$ cat src/hw/rtl/dedup_sorted_index_set_assert.svh
// ----------------------------------------------------------------------------
// Assertion macros for the sorted index set
// Concurrent checks on one clock with a synchronous active-low reset.
// ----------------------------------------------------------------------------
`ifndef DEDUP_SORTED_INDEX_SET_ASSERT_SVH
`define DEDUP_SORTED_INDEX_SET_ASSERT_SVH
`ifndef SYNTH
`define DSIS_ASSERT(label, clk, rst_n, prop) \
    label: assert property (@(posedge clk) disable iff (!rst_n) (prop)) \
        else $error("dsis assertion failed");
`define DSIS_ASSERT_NEXT(label, clk, rst_n, ante, cons) \
    label: assert property (@(posedge clk) disable iff (!rst_n) (ante) |=> (cons)) \
        else $error("dsis assertion failed");
`else
`define DSIS_ASSERT(label, clk, rst_n, prop)
`define DSIS_ASSERT_NEXT(label, clk, rst_n, ante, cons)
`endif
`endif

$ cat src/hw/rtl/dsis_pkg.sv
// ----------------------------------------------------------------------------
// dsis_pkg
// Types and constants shared by the sorted index set and its cells.
// ----------------------------------------------------------------------------
`default_nettype none
package dsis_pkg;

    localparam int DSIS_CAPACITY = 32;
    localparam int KEY_W         = 32;
    localparam int CNT_OUT_W     = 6;
    localparam int STATUS_W      = 3;
    localparam int OUT_DATA_W    = 40;  // key + count, padded to bytes

    localparam logic CMD_INSERT = 1'b0;
    localparam logic CMD_READ   = 1'b1;

    typedef enum logic [STATUS_W-1:0] {
        STAT_INSERTED = 3'd0,
        STAT_DUP      = 3'd1,
        STAT_FULL     = 3'd2,
        STAT_ITEM     = 3'd3,
        STAT_EMPTY    = 3'd4
    } t_status;

    typedef enum logic [1:0] {
        ST_IDLE,
        ST_INSERT,
        ST_READ
    } t_state;

    typedef enum logic [1:0] {
        CELL_HOLD,
        CELL_INSERT,
        CELL_ROTATE
    } t_cell_op;

    // broadcast from the controller to every cell
    typedef struct packed {
        t_cell_op                 op;
        logic signed [KEY_W-1:0]  key;
    } t_cell_ctl;

    // what a cell shows its neighbors and the controller
    typedef struct packed {
        logic                     valid;
        logic                     gt;    // empty, or stored key above broadcast key
        logic                     eq;
        logic signed [KEY_W-1:0]  key;
    } t_cell_link;

endpackage
`default_nettype wire

$ cat src/hw/rtl/dsis_cell.sv
// ----------------------------------------------------------------------------
// dsis_cell
// One slot of the sorted chain: compares against the broadcast key, shifts
// up on insert, rotates down on read.
// ----------------------------------------------------------------------------
`default_nettype none
module dsis_cell (
    input  wire                        i_clk,
    input  wire                        i_rst_n,
    input  dsis_pkg::t_cell_ctl        i_ctl,
    input  dsis_pkg::t_cell_link       i_left,
    input  dsis_pkg::t_cell_link       i_right,
    input  wire [dsis_pkg::KEY_W-1:0]  i_wrap_key,
    output dsis_pkg::t_cell_link       o_link
);
    import dsis_pkg::*;

    logic                    r_valid;
    logic signed [KEY_W-1:0] r_key;
    logic                    n_valid;
    logic signed [KEY_W-1:0] n_key;
    logic                    w_gt;

    assign w_gt = !r_valid || (r_key > $signed(i_ctl.key));

    always_comb begin
        n_valid = r_valid;
        n_key   = r_key;
        case (i_ctl.op)
            CELL_INSERT: begin
                // left neighbor is also above the key: take its key, else the new one
                if (w_gt) begin
                    n_key = i_left.gt ? i_left.key : i_ctl.key;
                end
                n_valid = r_valid || i_left.valid;
            end
            CELL_ROTATE: begin
                n_key = i_right.valid ? i_right.key : $signed(i_wrap_key);
            end
            default: begin
            end
        endcase
    end

    always_ff @(posedge i_clk) begin
        if (!i_rst_n) begin
            r_valid <= 1'b0;
        end else begin
            r_valid <= n_valid;
        end
        r_key <= n_key;
    end

    assign o_link.valid = r_valid;
    assign o_link.gt    = w_gt;
    assign o_link.eq    = r_valid && (r_key == i_ctl.key);
    assign o_link.key   = r_key;

endmodule
`default_nettype wire

$ cat src/hw/rtl/dedup_sorted_index_set.sv
// ----------------------------------------------------------------------------
// dedup_sorted_index_set
// Sorted set of signed keys with duplicate rejection, held in a cell chain.
// ----------------------------------------------------------------------------
// The set lives in a row of CAPACITY cells kept in ascending order, filled
// from cell 0. An insert takes the word, then the key is broadcast to all
// cells, compared in parallel, and on a new key the cells above it shift up
// by one in the same cycle; one result word with status inserted, duplicate
// or full. A read takes the word, then the chain rotates toward cell 0 once
// per cycle and holds while the output is stalled, and cell 0 feeds one
// sorted key per result word, so after count steps the set is back in place.
// One command is in flight at a time; the next word is taken once the last
// result word of the current one is registered.
// ----------------------------------------------------------------------------
`default_nettype none
module dedup_sorted_index_set #(
    parameter int CAPACITY = dsis_pkg::DSIS_CAPACITY
) (
    input  wire                              i_clk,
    input  wire                              i_rst_n,
    input  wire                              i_s_tvalid,
    output logic                             o_s_tready,
    input  wire [dsis_pkg::KEY_W-1:0]        i_s_tdata,   // [31:0] key_in
    input  wire [0:0]                        i_s_tuser,   // [0] command
    output logic                             o_m_tvalid,
    input  wire                              i_m_tready,
    output logic [dsis_pkg::OUT_DATA_W-1:0]  o_m_tdata,   // [31:0] key_out, [37:32] count_out
    output logic [dsis_pkg::STATUS_W-1:0]    o_m_tuser,   // [2:0] status
    output logic                             o_m_tlast
);
    import dsis_pkg::*;

    localparam int CW = $clog2(CAPACITY + 1);

    t_state                  r_state;
    t_state                  n_state;
    logic signed [KEY_W-1:0] r_key;
    logic [CW-1:0]           r_count;
    logic [CW-1:0]           r_remain;

    logic                    r_out_valid;
    t_status                 r_out_status;
    logic [KEY_W-1:0]        r_out_key;
    logic [CNT_OUT_W-1:0]    r_out_count;
    logic                    r_out_last;

    t_cell_ctl               w_ctl;
    t_cell_link              w_link  [CAPACITY];
    t_cell_link              w_left  [CAPACITY];
    t_cell_link              w_right [CAPACITY];
    logic [CAPACITY-1:0]     w_eq_vec;
    logic [CAPACITY-1:0]     w_valid_vec;
    logic                    w_dup;
    logic                    w_full;
    logic                    w_slot;
    logic                    w_accept;

    // output controls
    logic                    w_load;
    t_status                 w_status;
    logic [KEY_W-1:0]        w_okey;
    logic [CW-1:0]           w_ocount;
    logic                    w_olast;
    t_cell_op                w_op;
    logic [CW-1:0]           n_count;
    logic [CW-1:0]           n_remain;

    // ---------------- cell chain ----------------
    assign w_ctl.op  = w_op;
    assign w_ctl.key = r_key;

    for (genvar gi = 0; gi < CAPACITY; gi++) begin : g_cell
        if (gi == 0) begin : g_first
            assign w_left[gi] = '{valid: 1'b1, gt: 1'b0, eq: 1'b0, key: '0};
        end else begin : g_mid
            assign w_left[gi] = w_link[gi-1];
        end
        if (gi == CAPACITY - 1) begin : g_end
            assign w_right[gi] = '{valid: 1'b0, gt: 1'b0, eq: 1'b0, key: '0};
        end else begin : g_inner
            assign w_right[gi] = w_link[gi+1];
        end

        dsis_cell u_cell (
            .i_clk      (i_clk),
            .i_rst_n    (i_rst_n),
            .i_ctl      (w_ctl),
            .i_left     (w_left[gi]),
            .i_right    (w_right[gi]),
            .i_wrap_key (w_link[0].key),
            .o_link     (w_link[gi])
        );

        assign w_eq_vec[gi]    = w_link[gi].eq;
        assign w_valid_vec[gi] = w_link[gi].valid;
    end

    assign w_dup    = |w_eq_vec;
    assign w_full   = (r_count == CW'(CAPACITY));
    assign w_slot   = !r_out_valid || i_m_tready;
    assign w_accept = i_s_tvalid && o_s_tready;

    // ---------------- next state ----------------
    always_comb begin
        n_state = r_state;
        unique case (r_state)
            ST_IDLE: begin
                if (w_accept) begin
                    n_state = (i_s_tuser[0] == CMD_READ) ? ST_READ : ST_INSERT;
                end
            end
            ST_INSERT: begin
                if (w_slot) begin
                    n_state = ST_IDLE;
                end
            end
            ST_READ: begin
                if (w_slot && (r_remain <= CW'(1))) begin
                    n_state = ST_IDLE;
                end
            end
            default: n_state = ST_IDLE;
        endcase
    end

    // ---------------- outputs of the controller ----------------
    always_comb begin
        o_s_tready = 1'b0;
        w_load     = 1'b0;
        w_status   = STAT_INSERTED;
        w_okey     = '0;
        w_ocount   = r_count;
        w_olast    = 1'b1;
        w_op       = CELL_HOLD;
        n_count    = r_count;
        n_remain   = r_remain;
        unique case (r_state)
            ST_IDLE: begin
                o_s_tready = 1'b1;
                n_remain   = r_count;
            end
            ST_INSERT: begin
                if (w_slot) begin
                    w_load = 1'b1;
                    if (w_dup) begin
                        w_status = STAT_DUP;
                    end else if (w_full) begin
                        w_status = STAT_FULL;
                    end else begin
                        w_status = STAT_INSERTED;
                        w_op     = CELL_INSERT;
                        n_count  = r_count + CW'(1);
                        w_ocount = n_count;
                    end
                end
            end
            ST_READ: begin
                if (w_slot) begin
                    w_load = 1'b1;
                    if (r_count == '0) begin
                        w_status = STAT_EMPTY;
                    end else begin
                        w_status = STAT_ITEM;
                        w_okey   = w_link[0].key;
                        w_olast  = (r_remain == CW'(1));
                        w_op     = CELL_ROTATE;
                        n_remain = r_remain - CW'(1);
                    end
                end
            end
            default: begin
            end
        endcase
    end

    always_ff @(posedge i_clk) begin
        if (!i_rst_n) begin
            r_state     <= ST_IDLE;
            r_count     <= '0;
            r_remain    <= '0;
            r_out_valid <= 1'b0;
        end else begin
            r_state  <= n_state;
            r_count  <= n_count;
            r_remain <= n_remain;
            if (w_load) begin
                r_out_valid <= 1'b1;
            end else if (i_m_tready) begin
                r_out_valid <= 1'b0;
            end
        end
        if (w_accept) begin
            r_key <= $signed(i_s_tdata);
        end
        if (w_load) begin
            r_out_status <= w_status;
            r_out_key    <= w_okey;
            r_out_count  <= CNT_OUT_W'(w_ocount);
            r_out_last   <= w_olast;
        end
    end

    assign o_m_tvalid = r_out_valid;
    assign o_m_tdata  = {{(OUT_DATA_W - KEY_W - CNT_OUT_W){1'b0}}, r_out_count, r_out_key};
    assign o_m_tuser  = r_out_status;
    assign o_m_tlast  = r_out_last;

    // ---------------- checks ----------------
`include "dedup_sorted_index_set_assert.svh"
    `DSIS_ASSERT(a_count_bound, i_clk, i_rst_n, r_count <= CW'(CAPACITY))
    `DSIS_ASSERT(a_valid_matches_count, i_clk, i_rst_n, $countones(w_valid_vec) == r_count)
    `DSIS_ASSERT_NEXT(a_insert_grows, i_clk, i_rst_n, w_load && (w_status == STAT_INSERTED), r_count == $past(r_count) + CW'(1))
    `DSIS_ASSERT_NEXT(a_read_keeps_count, i_clk, i_rst_n, r_state == ST_READ, r_count == $past(r_count))

endmodule
`default_nettype wire

$ cat config.mk
export PLATFORM = sky130hd
export DESIGN_NAME = dedup_sorted_index_set
export DESIGN_NICKNAME = d
export VERILOG_FILES = /design/src/hw/rtl/dsis_pkg.sv /design/src/hw/rtl/dsis_cell.sv /design/src/hw/rtl/dedup_sorted_index_set.sv
export VERILOG_INCLUDE_DIRS = /design/src /design/src/hw/rtl
export SDC_FILE = /design/constraint.sdc
export NUM_CORES = 2
export LEC_CHECK = 0
export ABC_CLOCK_PERIOD_IN_PS = 6400
export BUFFER_PORTS_ARGS = -buffer_cell sky130_fd_sc_hd__buf_4
export CAP_MARGIN = 20
export CORE_MARGIN = 3
export CORE_UTILIZATION = 40
export DETAILED_ROUTE_END_ITERATION = 8
export HOLD_SLACK_MARGIN = 0.06
export SLEW_MARGIN = 20
export SYNTH_ARGS = -nofsm -noshare
export SYNTH_HDL_FRONTEND = slang
export SYNTH_SLANG_ARGS = --single-unit
$ cat constraint.sdc
create_clock -name i_clk -period 6.4 [get_ports i_clk]
set_clock_uncertainty 0.05 [all_clocks]
set_input_delay 0 -clock i_clk [delete_from_list [all_inputs] [get_ports i_clk]]
set_output_delay 0 -clock i_clk [all_outputs]
set_load 0.02 [all_outputs]
==> summary.md <==
| Metric | Value |
|---|---|
| Outcome | `finished clean` |
| Worst-path clk slew | `60 ps` |
| Final setup viols | `0` |
| Placed insts | `11,080` |
| Arrival time at the worst endpoint | `6780 ps` |
| Sum of negative setup slack | `0 ps` |
| Fin crit share | `96.48%` |
| Max-capacitance violation count | `0` |
| Design Area, Final | `0.1019 sq mm` |
| Maximum root-to-sink buffer count | `3` |
| Post-CTS Hold Fix Bufs | `76` |
| CP Class | `flop to flop` |
| EDFF count, synth | `1,098` |
| Chain of cells forming the critical path | `inv_2 > buf_4 > buf_4 > ha_1 > nand4_1 > nor4_2 > nand4_1 > nand4_1 > nor4_2 > buf_4 > nand2_1 > nor4_1 > inv_1 > ha_4 > buf_12 > buf_12 > buf_4 > a31oi_1 > a22oi_1` |
| Post-route minimum period | `6175 ps` |
| DP Area | `0.09672 sq mm` |
| Static leakage | `39.52 nW` |
| Synth top area cells | `edfxtp_1 36%, mux2i_1 23%, ha_1 14%` |
| Cell mode on critical path | `buf_4` |
| Worst setup SP type | `flop` |
| Clock Sinks | `1,145` |
| Cell Count, Final, Fillers Out | `11,420` |
| Chip width | `481.7 um` |
| Post-CTS sizing | `0` |
| Fin nets | `9,383` |
| Antenna violations before repair | `13` |
| Drt drc | `0` |
| Inserted Clock Buffers | `144` |
| Via density | `6.769` |
| Drt pass-1 iters | `9` |
| Hold path depth | `4` |
| Post-synthesis cell area | `0.09053 sq mm` |
| Die area | `0.2321 sq mm` |
| CTS tree | `done` |
| Post-synth top area share | `36.42%` |
| Synthesized flop and latch total | `1,145` |
| CP max stage delay | `930 ps` |
| Synth Instances | `8,250` |
| Total wire length | `406.5 mm` |
| Worst path required time | `7000 ps` |
| Global-route usage over all layers | `33.91%` |
| CP top delay family | `simple AND/OR/NAND/NOR gates` |
| Final hold slack | `126.6 ps` |
| Syn_area_per_cell | `10.97 sq um` |
| First-pass GRT wire length | `567.8 mm` |
| Fin. max-slew vios | `0` |
| Finished Core Util | `45.33%` |
| Slowest cell on crit path | `nor4_2` |
| Largest net degree at the start of global routing | `132` |
| Pwr/cell area | `188.4 mW/mm^2` |
| Vias in the first global route | `75,210` |
| H-tree Lvls | `4` |
| Critical path peak fanout | `65` |
| 1st-iter DRT viols | `9,722` |
| Post-synth top flop | `edfxtp_1` |
| Tightest Pin Transition | `1164 ps` |
| Synth area leader | `edfxtp_1` |
| Share of cells above drive strength 1 | `11.67%` |
| Total global routing overflow | `0` |
| Fmax achieved | `0.1619 GHz` |
| Top-count cell post-synth | `mux2i_1` |
| Core area | `0.2249 sq mm` |
| Number of setup buffers added after CTS | `0` |
| Clk Tree Root Cell | `clkbuf_16` |
| Clock Latency Late Sink | `840 ps` |
| Routed via count | `77,330` |
| Unique cell type count in the Yosys netlist | `77` |
| Max IR drop VDD | `0.2235 mV` |
| # port buffers | `80` |
| WL/cell | `35.58 um` |
| Antenna Nets Post-Route | `0` |
| Max transition margin | `21.70%` |
| Final hold vios | `0` |
| Commonest cells in the netlist | `2,055 x mux2i_1, 1,098 x edfxtp_1, 1,033 x ha_1` |
| Register area share after synthesis | `37.46%` |
| RD Place Congestion | `1.028` |
| Row count | `174` |
| Worst hold path type | `input pin to flop` |
| Worst path depth | `19` |
| Yosys warns | `0` |
| Buf/Inv on CP | `8` |
| Hpwl dp | `286.9 mm` |
| Ports | `83` |
| R2R cell count | `19` |
| Die height | `481.7 um` |
| RSZ-0062 raised after global routing | `false` |
| CP endpoint kind | `flop` |
| Ys async rst share | `0%` |
| Initial Util | `40.26%` |
| Area grow syn2layout | `12.60%` |
## per-stage QoR
stage | power, mW | setup slack (ps)
floorplan | 9.913 | -661.3
CTS | 19.14 | 517.1
detailed placement | 11.13 | 575.4
global route | 19.69 | 148.5
finish | 19.20 | 225.1
global placement | 11.06 | -473.6
## path summary, 6_finish.rpt
check | from | endpoint | slack, ps
worst max register to register | r_key[29] | g_cell[9].u_cell.r_key[11] | 230
worst max-delay path | r_key[29] | g_cell[9].u_cell.r_key[11] | 230
worst min register to register | r_count[0] | r_count[0] | 460
worst min-delay path | i_m_tready | o_m_tvalid | 130
## cell type report
cell class,count,area (sq um)
inverter,172,645.6
fill,20740,123000
clock buffer,194,3908
clock inverter,63,476.7
sequential,1145,33950
tap,2992,3744
antenna,8,20.02
multi-input combinational,6260,53830
timing repair buffer,590,5365
## tightest hold or removal path: cells and delay by family
kind | cells | cell delay (ps)
AOI/OAI and AO/OA | 1 | 90
buffers and inverters | 2 | 620
and+or+nand+nor | 1 | 210
## layout by cell type (no fill, tap or decap), types with 32 or more instances in the layout
cell           Yosys  layout
nor2b_1           46      45
buf_12             0      56
nor4b_1           38      38
inv_1            172     140
clkbuf_1         559      44
a21o_1           125     125
a211oi_1          32      32
edfxtp_1        1098    1098
nor3_1            59      56
a31oi_1          198     198
o311ai_0          40      40
and2_1            42      39
nand4_1          220     220
a21oi_1          440     439
nor3b_1          103     103
a22oi_1          192     192
buf_4              2     453
nor2_1           164     152
clkbuf_16          0     149
ha_1            1033    1031
inv_2              0      32
mux2i_1         2055    2050
dlygate4sd3_1      0      76
o21ai_0          426     420
mux2_2           129     129
nor4_1            41      32
nand3_1          109     109
o211ai_1          65      65
a221o_1          125     125
nand2b_1          53      53
nand2_1          291     288
## cell families (layout without fill, tap and decap cells)
group | after synthesis | count (layout) | share of synthesized area (%)
muxes | 2184 | 2184 | 24.33
DFF | 1145 | 1145 | 37.46
adders and majority gates | 1033 | 1033 | 14.28
AOI/OAI and AO/OA | 1790 | 1790 | 12.76
and+or+nand+nor | 1248 | 1248 | 7.514
other | 1 | 10 | 0.004142
xor gates and xnor gates | 3 | 3 | 0.02903
buffers and inverters | 846 | 1019 | 3.635
## state kept, by name (all words and copies together), names as in the netlist
signal                 cells
o_m_tlast                  1
r_out_key                 32
g_cell.u_cell.r_valid     32
r_state                    2
g_cell.u_cell.r_key     1024
r_remain                   6
r_out_count                6
r_key                     32
r_count                    6
o_m_tuser                  3
o_m_tvalid                 1
## power breakdown
group / leakage, nW / internal, mW / switching (mW)
registers: 10.3 / 8.33 / 0.156
clock network: 2.15 / 4.51 / 3.56
logic: 27.1 / 0.878 / 1.77
total: 39.5 / 13.7 / 5.49
## layer usage
metal	global-route usage (%)	wire length, um	share of wire, %	up-vias
met5	0	8	0.0020	-
met4	23.02	32110	7.9	2
met3	8.233	44330	11	1177
met2	49.88	171400	42	5109
met1	43.90	158600	39	38490
li1	-	-	-	32550
No activity file was read; power rests on OpenSTA's default activity.
